--- src/rtl/column_running_statistics_core_assert.svh ---
// Assertion helpers shared by the statistics core modules.
// Both expect clk and rst_n in the scope where they are used.
`ifndef COLUMN_RUNNING_STATISTICS_CORE_ASSERT_SVH
`define COLUMN_RUNNING_STATISTICS_CORE_ASSERT_SVH

// Same-cycle implication
`define CRS_ASSERT_IMPL(label, ante, cons) \
  label: assert property (@(posedge clk) disable iff (!rst_n) (ante) |-> (cons)) \
    else $error("column statistics: assertion failed");

// Next-cycle implication
`define CRS_ASSERT_NEXT(label, ante, cons) \
  label: assert property (@(posedge clk) disable iff (!rst_n) (ante) |=> (cons)) \
    else $error("column statistics: assertion failed");

`endif

--- src/rtl/crs_pkg.sv ---
package crs_pkg;

  // Defaults for the top level parameters
  localparam int COLUMNS_DEF    = 8;
  localparam int VALUE_BITS_DEF = 32;

  // num_columns after reset
  localparam logic [3:0] NUM_COLUMNS_RESET = 4'd8;

  // Result status codes
  localparam logic [1:0] ST_ROW_OK    = 2'd0;
  localparam logic [1:0] ST_ROW_BAD   = 2'd1;
  localparam logic [1:0] ST_QUERY_OK  = 2'd2;
  localparam logic [1:0] ST_QUERY_BAD = 2'd3;

  // Request commands
  localparam logic CMD_PUSH  = 1'b0;
  localparam logic CMD_QUERY = 1'b1;

  typedef struct packed {
    logic              cmd;
    logic signed [31:0] value;
    logic              row_last;
    logic [3:0]        column;
  } in_data_t;

  typedef struct packed {
    logic [1:0]         status;
    logic signed [31:0] min_value;
    logic signed [31:0] max_value;
    logic signed [31:0] mean_value;
    logic [31:0]        rows_seen;
  } out_data_t;

  // Controller to datapath
  typedef struct packed {
    logic take;    // request accepted this cycle
    logic start;   // fetch column operands, launch divide
    logic commit;  // write back column statistics
    logic emit;    // move pending result to output register
  } crs_cmd_t;

  // Datapath to controller
  typedef struct packed {
    logic is_query;
    logic row_end;
    logic row_reject;
    logic last_col;
    logic div_done;
    logic out_free;
  } crs_status_t;

endpackage

--- src/rtl/crs_div.sv ---
// Restoring unsigned divider, one quotient bit per cycle.
module crs_div #(
  parameter int VALUE_BITS = crs_pkg::VALUE_BITS_DEF
) (
  input  logic                  clk,
  input  logic                  rst_n,
  input  logic                  start,
  input  logic [VALUE_BITS-1:0] dividend,
  input  logic [31:0]           divisor,
  output logic [VALUE_BITS-1:0] quotient,
  output logic                  done,
  output logic                  busy
);

  localparam int CNTW = $clog2(VALUE_BITS);

  logic [31:0]           rem_r, rem_nxt;
  logic [VALUE_BITS-1:0] quo_r, quo_nxt;
  logic [31:0]           div_r;
  logic [CNTW-1:0]       cnt_r;
  logic                  busy_r, done_r;
  logic [32:0]           trial;
  logic                  fits;

  // One shift-subtract step
  always_comb begin
    trial   = {rem_r, quo_r[VALUE_BITS-1]};
    fits    = trial >= {1'b0, div_r};
    rem_nxt = fits ? 32'(trial - {1'b0, div_r}) : trial[31:0];
    quo_nxt = {quo_r[VALUE_BITS-2:0], fits};
  end

  always_ff @(posedge clk) begin
    if (!rst_n) begin
      busy_r <= 1'b0;
      done_r <= 1'b0;
      cnt_r  <= '0;
    end else begin
      done_r <= 1'b0;
      if (start) begin
        busy_r <= 1'b1;
        cnt_r  <= CNTW'(VALUE_BITS - 1);
      end else if (busy_r) begin
        cnt_r <= cnt_r - CNTW'(1);
        if (cnt_r == '0) begin
          busy_r <= 1'b0;
          done_r <= 1'b1;
        end
      end
    end
  end

  // Operand and partial result registers
  always_ff @(posedge clk) begin
    if (start) begin
      rem_r <= '0;
      quo_r <= dividend;
      div_r <= divisor;
    end else if (busy_r) begin
      rem_r <= rem_nxt;
      quo_r <= quo_nxt;
    end
  end

  assign quotient = quo_r;
  assign done     = done_r;
  assign busy     = busy_r;

`include "column_running_statistics_core_assert.svh"
  `CRS_ASSERT_IMPL(a_no_restart, start, !busy_r)
  `CRS_ASSERT_NEXT(a_start_busy, start, busy_r)

endmodule

--- src/rtl/crs_datapath.sv ---
// Row buffer, per-column statistics, row bookkeeping and result registers.
module crs_datapath #(
  parameter int COLUMNS    = crs_pkg::COLUMNS_DEF,
  parameter int VALUE_BITS = crs_pkg::VALUE_BITS_DEF
) (
  input  logic                clk,
  input  logic                rst_n,
  input  crs_pkg::crs_cmd_t   cmd_i,
  output crs_pkg::crs_status_t status_o,
  input  crs_pkg::in_data_t   in_data,
  input  logic                cfg_valid,
  input  logic [3:0]          cfg_data,
  input  logic                out_ready,
  output logic                out_valid,
  output crs_pkg::out_data_t  out_data
);

  localparam int VB   = VALUE_BITS;
  localparam int CW   = (COLUMNS > 1) ? $clog2(COLUMNS) : 1;
  localparam int PW   = $clog2(COLUMNS + 1);
  localparam int CMPW = (PW > 4) ? PW : 4;

  logic [VB-1:0] buf_r  [COLUMNS];
  logic [VB-1:0] min_r  [COLUMNS];
  logic [VB-1:0] max_r  [COLUMNS];
  logic [VB-1:0] mean_r [COLUMNS];

  logic [3:0]    num_columns_r;
  logic [PW-1:0] pos_r;
  logic [31:0]   row_count_r;
  logic          first_r;
  logic [CW-1:0] col_r;

  logic [VB-1:0] x_r, m_r;
  logic          ge_r;

  crs_pkg::out_data_t res_r;
  crs_pkg::out_data_t out_data_r;
  logic               out_valid_r;

  // Incoming value and row length checks
  logic [VB-1:0]  in_x;
  logic           overflow;
  logic [PW-1:0]  length;
  logic           reject;
  logic           in_range;

  assign in_x     = VB'($unsigned(in_data.value));
  assign overflow = pos_r >= PW'(COLUMNS);
  assign length   = overflow ? pos_r : pos_r + PW'(1);
  assign reject   = overflow || (CMPW'(length) != CMPW'(num_columns_r));
  assign in_range = (CMPW'(in_data.column) < CMPW'(num_columns_r)) &&
                    (CMPW'(in_data.column) < CMPW'(COLUMNS));

  // Shared statistics read port: query column on a request, else loop column
  logic [CW-1:0] rd_idx;
  logic [VB-1:0] min_rd, max_rd, mean_rd, buf_rd;

  assign rd_idx  = cmd_i.take ? in_data.column[CW-1:0] : col_r;
  assign min_rd  = min_r[rd_idx];
  assign max_rd  = max_r[rd_idx];
  assign mean_rd = mean_r[rd_idx];
  assign buf_rd  = buf_r[col_r];

  // Mean update operands
  logic          ge;
  logic [VB-1:0] mag;
  logic [VB-1:0] quo;
  logic          div_done;
  logic          div_busy;
  logic [VB-1:0] mean_new;

  assign ge       = $signed(buf_rd) >= $signed(mean_rd);
  assign mag      = ge ? buf_rd - mean_rd : mean_rd - buf_rd;
  assign mean_new = ge_r ? m_r + quo : m_r - quo;

  crs_div #(
    .VALUE_BITS(VB)
  ) u_div (
    .clk      (clk),
    .rst_n    (rst_n),
    .start    (cmd_i.start),
    .dividend (mag),
    .divisor  (row_count_r),
    .quotient (quo),
    .done     (div_done),
    .busy     (div_busy)
  );

  // Configuration register
  always_ff @(posedge clk) begin
    if (!rst_n) begin
      num_columns_r <= crs_pkg::NUM_COLUMNS_RESET;
    end else if (cfg_valid) begin
      num_columns_r <= cfg_data;
    end
  end

  // Row position, row count and column loop counter
  always_ff @(posedge clk) begin
    if (!rst_n) begin
      pos_r       <= '0;
      row_count_r <= '0;
      first_r     <= 1'b0;
      col_r       <= '0;
    end else if (cmd_i.take && in_data.cmd == crs_pkg::CMD_PUSH) begin
      if (in_data.row_last) begin
        pos_r <= '0;
        if (!reject) begin
          first_r <= row_count_r == '0;
          col_r   <= '0;
          if (row_count_r != '1) begin
            row_count_r <= row_count_r + 32'd1;
          end
        end
      end else if (!overflow) begin
        pos_r <= pos_r + PW'(1);
      end
    end else if (cmd_i.commit) begin
      col_r <= col_r + CW'(1);
    end
  end

  // Row buffer
  always_ff @(posedge clk) begin
    if (cmd_i.take && in_data.cmd == crs_pkg::CMD_PUSH && !overflow) begin
      buf_r[pos_r[CW-1:0]] <= in_x;
    end
  end

  // Column statistics, cleared at reset
  always_ff @(posedge clk) begin
    if (!rst_n) begin
      for (int i = 0; i < COLUMNS; i++) begin
        min_r[i]  <= '0;
        max_r[i]  <= '0;
        mean_r[i] <= '0;
      end
    end else if (cmd_i.commit) begin
      mean_r[col_r] <= mean_new;
      if (first_r) begin
        min_r[col_r] <= x_r;
        max_r[col_r] <= x_r;
      end else if ($signed(x_r) < $signed(min_rd)) begin
        min_r[col_r] <= x_r;
      end else if ($signed(x_r) > $signed(max_rd)) begin
        max_r[col_r] <= x_r;
      end
    end
  end

  // Operands held across the divide
  always_ff @(posedge clk) begin
    if (cmd_i.start) begin
      x_r  <= buf_rd;
      m_r  <= mean_rd;
      ge_r <= ge;
    end
  end

  // Pending result
  always_ff @(posedge clk) begin
    if (cmd_i.take) begin
      res_r.rows_seen <= row_count_r;
      if (in_data.cmd == crs_pkg::CMD_QUERY) begin
        if (in_range) begin
          res_r.status     <= crs_pkg::ST_QUERY_OK;
          res_r.min_value  <= 32'($signed(min_rd));
          res_r.max_value  <= 32'($signed(max_rd));
          res_r.mean_value <= 32'($signed(mean_rd));
        end else begin
          res_r.status     <= crs_pkg::ST_QUERY_BAD;
          res_r.min_value  <= '0;
          res_r.max_value  <= '0;
          res_r.mean_value <= '0;
        end
      end else begin
        res_r.status     <= crs_pkg::ST_ROW_BAD;
        res_r.min_value  <= '0;
        res_r.max_value  <= '0;
        res_r.mean_value <= '0;
      end
    end else if (cmd_i.commit) begin
      res_r.status    <= crs_pkg::ST_ROW_OK;
      res_r.rows_seen <= row_count_r;
    end
  end

  // Output register
  always_ff @(posedge clk) begin
    if (!rst_n) begin
      out_valid_r <= 1'b0;
    end else if (cmd_i.emit) begin
      out_valid_r <= 1'b1;
    end else if (out_ready) begin
      out_valid_r <= 1'b0;
    end
  end

  always_ff @(posedge clk) begin
    if (cmd_i.emit) begin
      out_data_r <= res_r;
    end
  end

  assign out_valid = out_valid_r;
  assign out_data  = out_data_r;

  // Status to controller
  always_comb begin
    status_o.is_query   = in_data.cmd == crs_pkg::CMD_QUERY;
    status_o.row_end    = in_data.cmd == crs_pkg::CMD_PUSH && in_data.row_last;
    status_o.row_reject = reject;
    status_o.last_col   = CMPW'(col_r) == CMPW'(num_columns_r) - CMPW'(1);
    status_o.div_done   = div_done;
    status_o.out_free   = !out_valid_r || out_ready;
  end

`include "column_running_statistics_core_assert.svh"
  `CRS_ASSERT_IMPL(a_commit_counted, cmd_i.commit, row_count_r != '0)
  `CRS_ASSERT_IMPL(a_commit_idle_div, cmd_i.commit, !div_busy)

endmodule

--- src/rtl/crs_ctrl.sv ---
// Sequencer: takes one request, runs the column loop, hands off the result.
module crs_ctrl (
  input  logic                 clk,
  input  logic                 rst_n,
  input  logic                 in_valid,
  output logic                 in_ready,
  input  crs_pkg::crs_status_t status_i,
  output crs_pkg::crs_cmd_t    cmd_o
);

  localparam logic [2:0] S_IDLE  = 3'd0;
  localparam logic [2:0] S_LOAD  = 3'd1;
  localparam logic [2:0] S_DIV   = 3'd2;
  localparam logic [2:0] S_WRITE = 3'd3;
  localparam logic [2:0] S_EMIT  = 3'd4;

  logic [2:0] state_r, state_nxt;
  logic       take;

  assign in_ready = state_r == S_IDLE;
  assign take     = in_valid && in_ready;

  always_comb begin
    cmd_o.take   = take;
    cmd_o.start  = state_r == S_LOAD;
    cmd_o.commit = state_r == S_WRITE;
    cmd_o.emit   = state_r == S_EMIT && status_i.out_free;
  end

  // Next state
  always_comb begin
    state_nxt = state_r;
    unique case (state_r)
      S_IDLE: begin
        if (take) begin
          if (status_i.is_query) begin
            state_nxt = S_EMIT;
          end else if (status_i.row_end) begin
            state_nxt = status_i.row_reject ? S_EMIT : S_LOAD;
          end
        end
      end
      S_LOAD: begin
        state_nxt = S_DIV;
      end
      S_DIV: begin
        if (status_i.div_done) begin
          state_nxt = S_WRITE;
        end
      end
      S_WRITE: begin
        state_nxt = status_i.last_col ? S_EMIT : S_LOAD;
      end
      S_EMIT: begin
        if (status_i.out_free) begin
          state_nxt = S_IDLE;
        end
      end
      default: begin
        state_nxt = S_IDLE;
      end
    endcase
  end

  always_ff @(posedge clk) begin
    if (!rst_n) begin
      state_r <= S_IDLE;
    end else begin
      state_r <= state_nxt;
    end
  end

`include "column_running_statistics_core_assert.svh"
  `CRS_ASSERT_IMPL(a_done_in_div, status_i.div_done, state_r == S_DIV)
  `CRS_ASSERT_NEXT(a_emit_to_idle, cmd_o.emit, state_r == S_IDLE)

endmodule

--- src/rtl/column_running_statistics_core.sv ---
// Running min / max / mean per column over rows streamed one value at a time.
// Input channel (in_valid/in_ready/in_data): a push request stores one value;
// the value flagged row_last closes the row. A query request reads the
// statistics of one column. Each row end and each query gives one result on
// the output channel (out_valid/out_ready/out_data); a push without row_last
// gives none. cfg_valid/cfg_ready/cfg_data writes num_columns, always ready.
// A push without row_last leaves the block ready for another request. A
// query or a rejected row goes straight to the emit step and shows its result
// once the output register is free. An accepted row runs one column at a time
// through a bit-per-cycle divider, each column in the steps load, divide and
// write, and then emits its result. The next request is taken once that work
// ends, also while the result still waits in the output register. A stalled
// receiver holds the output register; a second result then waits in the block
// and no request is taken until the first is gone.
// Reset (rst_n low, synchronous) clears the row position, row count and all
// column statistics and sets num_columns to 8.
module column_running_statistics_core #(
  parameter int COLUMNS    = crs_pkg::COLUMNS_DEF,
  parameter int VALUE_BITS = crs_pkg::VALUE_BITS_DEF
) (
  input  logic               clk,
  input  logic               rst_n,
  input  logic               in_valid,
  output logic               in_ready,
  input  crs_pkg::in_data_t  in_data,
  output logic               out_valid,
  input  logic               out_ready,
  output crs_pkg::out_data_t out_data,
  input  logic               cfg_valid,
  output logic               cfg_ready,
  input  logic [3:0]         cfg_data
);

  crs_pkg::crs_cmd_t    cmd;
  crs_pkg::crs_status_t status;

  assign cfg_ready = 1'b1;

  crs_ctrl u_ctrl (
    .clk      (clk),
    .rst_n    (rst_n),
    .in_valid (in_valid),
    .in_ready (in_ready),
    .status_i (status),
    .cmd_o    (cmd)
  );

  crs_datapath #(
    .COLUMNS    (COLUMNS),
    .VALUE_BITS (VALUE_BITS)
  ) u_datapath (
    .clk       (clk),
    .rst_n     (rst_n),
    .cmd_i     (cmd),
    .status_o  (status),
    .in_data   (in_data),
    .cfg_valid (cfg_valid),
    .cfg_data  (cfg_data),
    .out_ready (out_ready),
    .out_valid (out_valid),
    .out_data  (out_data)
  );

endmodule
--- config.mk ---
export PLATFORM = sky130hd
export DESIGN_NAME = column_running_statistics_core
export DESIGN_NICKNAME = d
export VERILOG_FILES = /design/src/rtl/crs_pkg.sv /design/src/rtl/crs_div.sv /design/src/rtl/crs_datapath.sv /design/src/rtl/crs_ctrl.sv /design/src/rtl/column_running_statistics_core.sv
export VERILOG_INCLUDE_DIRS = /design/src /design/src/rtl
export SDC_FILE = /design/constraint.sdc
export NUM_CORES = 2
export LEC_CHECK = 0
export ABC_AREA = 1
export BUFFER_PORTS_ARGS = -buffer_cell sky130_fd_sc_hd__buf_2
export CORE_ASPECT_RATIO = 2
export CORE_UTILIZATION = 35
export DETAILED_ROUTE_END_ITERATION = 7
export GPL_TIMING_DRIVEN = 1
export PLACE_DENSITY = 0.51
export RECOVER_POWER = 100
export SYNTH_ARGS = -nofsm -noshare
export SYNTH_HDL_FRONTEND = slang
export SYNTH_SLANG_ARGS = --single-unit
--- constraint.sdc ---
create_clock -name clk -period 16.64 [get_ports clk]
set_input_delay 3.328 -clock clk [delete_from_list [all_inputs] [get_ports clk]]
set_output_delay 3.328 -clock clk [all_outputs]
set_load 0.02 [all_outputs]
==> key figures <==
Outcome
  • Status: finished, violations left
  • Failing checks: capacitance limit, slew limit

Synthesis
  • Synth warn: 0
  • Largest cells by area after synthesis: edfxtp_1 (61%), nor2_1 (8.1%), o21ai_0 (5.0%)
  • Syn Std Cell Area: slightly below 70,000 um^2
  • Post-synth EDFFs: approximately 1.4k
  • Largest area contributor in the netlist: edfxtp_1
  • Count leader, synth: nor2_1
  • Async SR Flop Fraction: 0%
  • List of most frequent post-synthesis cells: nor2_1 (1,506), edfxtp_1 (1,413), o21ai_0 (695)
  • Sequential share of the synthesized area: around 64%
  • Predominant post-synthesis flop cell: edfxtp_1
  • Syn nets: between 6k and 7k
  • Synth top area share: roughly 61%
  • Avg Inst Size Synth: about 11 um^2
  • Synth unique cells: 65
  • Cells after Synth: approximately 6.5k
  • #FFs+latches synth: about 1.5k

Detailed routing
  • Vias post-DR: slightly below 50k
  • Routed Antenna Nets: 0
  • Post-DR vias/cell: between 5 and 6
  • WL/cell: about 24 um
  • Drt total wl: between 200,000 and 250,000 um
  • DRC viols: 0
  • Pre-Repair DR Iteration Count: 5
  • Iteration-0 DRC Markers: about 3.4k

STA
  • Slew Viols, Final: ~1.7k
  • Least-Margin Pin Slew: about 8.3 ns
  • Min Tclk post-route: around 13 ns
  • Slew headroom: -451%
  • Total Negative Setup Slacks: 0 ns
  • Period utilisation layout: roughly 80%
  • Highest Clock Rate: just under 80 MHz
  • Final hold violations: 0
  • Final Setup Violations: 0
  • Unrepaired setup endpoints after global routing: no
  • Final setup margin: 3.63 ns
  • Final Skew: 0.0587 ns
  • Hold_ws: ~0.41 ns

Worst setup path
  • Startpoint Class: primary input
  • Crit path DAT: around 13 ns
  • Worst Setup End Kind: register
  • WP data required: 17.13 ns
  • Worst R2R Setup Slack: between 5 and 6 ns
  • Crit path max fanout: 85
  • Setup CP Type: primary input to register

Placed design
  • Hpwl dp: 154,000 um
  • Port bufs: 178
  • Place WS: ~5.4 ns
  • GPL Wtd Cong: ~0.94
  • Placed Instances: between 8k and 9k

GRT
  • First-pass GRT wire length: between 300,000 and 400,000 um
  • Pin count of the biggest net entering global routing: around 190
  • Initial antenna violation count: 11
  • Overall Global Routing Usage: between 20% and 30%
  • Number of global-route vias before repair: about 50k
  • Gr ovfl total: 0

Floorplan
  • Cell row count: 230
  • I/O pin cnt: 180
  • Starting Density: between 30% and 40%
  • Die width: between 300 and 400 um
  • DIE AREA: 200,000 um^2
  • Die H: approximately 630 um
  • Core ar.: 197,000 um^2

Clocking
  • Clock Sinks: roughly 1.5k
  • CTS Buf Count: 150
  • Skew-Pair Late Insertion Delay: approximately 0.84 ns
  • Root buffer cell: clkbuf_16
  • CTS Buffer Depth: 4
  • TritonCTS clock tree: yes
  • Resized cells post-CTS: 0
  • CTS clk-pin slew, worst paths: around 0.060 ns
  • CTS Hold Buffers Added: 0
  • CTS H-Tree Depth: 4
  • Postcts setup bufs: 0

Finish
  • Final Net Count: roughly 7k
  • Fillers: approximately 19k
  • Final Util: roughly two fifths
  • Fin cells: between 9k and 10k
  • P&R area growth vs syn: 10.4%
  • Layout cell share with drive strength beyond 1: 5.25%

Min path
  • Hold Path Class: register to register

Job
  • Max_cap viols: 40

Power
  • Leak: ~28 nW
  • Pwr dens: around 120 nW/um^2
  • Max VDD drop: just over 0.1 mV
-- report_power, final --
| group | leakage (nW) | switching (mW) | internal (mW) |
|---|---|---|---|
| logic | 11.2 | 1.05 | 0.417 |
| registers | 14.7 | 0.0706 | 4.32 |
| clock network | 2.23 | 1.48 | 1.81 |
-- sequential cells by signal, indices dropped and copies added (netlist names), named ones only --
name and cells:
u_ctrl.state_r 3, u_datapath.buf_r 256, u_datapath.col_r 3, u_datapath.first_r 1
u_datapath.ge_r 1, u_datapath.m_r 32, u_datapath.max_r 256, u_datapath.mean_r 256
u_datapath.min_r 256, u_datapath.num_columns_r 4, u_datapath.out_data 130, u_datapath.out_valid 1
u_datapath.pos_r 4, u_datapath.res_r 130, u_datapath.row_count_r 32, u_datapath.u_div.busy 1
u_datapath.u_div.cnt_r 5, u_datapath.u_div.div_r 32, u_datapath.u_div.done 1, u_datapath.u_div.quotient 32
u_datapath.u_div.rem_r 32, u_datapath.x_r 32
-- kinds of logic after synthesis --
group / after synthesis / synth area share, %
and+or+nand+nor: 2462 / 14.6
xor gates and xnor gates: 130 / 1.64
other: 1 / 0.00540
DFF: 1503 / 63.7
AOI/OAI and AO/OA: 1363 / 11.3
adders and majority gates: 205 / 3.74
muxes: 2 / 0.0288
buffers and inverters: 827 / 5.04
-- metrics by stage --
| step | area [um^2] | power [mW] |
|---|---|---|
| final | 76600 | 9.14 |
| after global routing | 76600 | 9.47 |
| after CTS | 77300 | 9.23 |
| after detailed placement | 72800 | 5.94 |
| after global placement | 72800 | 5.94 |
| after floorplan | 69400 | 5.42 |
-- layout by cell type (no fill, tap or decap), types with 49 or more instances in the layout --
cell type,count
nor2_1,1563
edfxtp_1,1413
o21ai_0,689
nand2_1,613
inv_1,465
a21oi_1,267
clkbuf_1,255
ha_1,201
clkbuf_16,152
o22ai_1,132
nand3_1,98
dfxtp_1,90
xor2_1,84
o221ai_1,65
o32ai_1,63
nor3_1,61
buf_4,49
-- final timing paths --
check,startpoint,cells after the start,to
setup / recovery,in_valid,26,u_datapath.max_r[4][21]
hold / removal,u_datapath.res_r[73],0,u_datapath.out_data[73]
setup reg to reg,register,22,u_datapath.u_div.quotient[21]
hold reg to reg,u_datapath.res_r[73],0,u_datapath.out_data[73]
-- worst max-delay path: stages --
cell,delay (ns)
clkbuf_1,0.11
nand3_1,0.34
clkinvlp_2,1.65
nand2_1,0.39
nand2_1,1.56
buf_4,1.03
o21ai_0,0.21
o22ai_1,0.14
o21ai_0,0.61
ha_1,0.26
nand2_1,0.07
inv_1,0.07
nand3_1,0.07
nor3_1,0.13
clkbuf_1,0.29
o21ai_0,0.16
o2111ai_1,0.23
nand2_1,0.21
nand2_1,0.12
xor2_1,0.07
nor2_1,0.16
nand3_2,0.09
nand2_1,0.53
nand2_4,0.41
nand2_1,0.68
buf_4,0.40
-- per-layer routing --
metal / global-route usage (%) / wire (um)
met1: 22.7 / 79100
met2: 42.0 / 121000
met3: 2.78 / 9860
met4: 12.9 / 14600
met5: 0 / 66
-- final cells by class --
class / count / area [um^2] / area share (%)
repair buffers: 289 / 1300 / 1.70
inverters: 473 / 1780 / 2.32
multi-input cells: 4163 / 21600 / 28.1
diodes: 5 / 12.5 / 0.0163
clock buffers: 188 / 4020 / 5.24
flip-flops and latches: 1503 / 44200 / 57.7
well taps: 2552 / 3190 / 4.17
clock inverters: 70 / 534 / 0.697
Note: power is estimated with default switching activity, not from simulation.
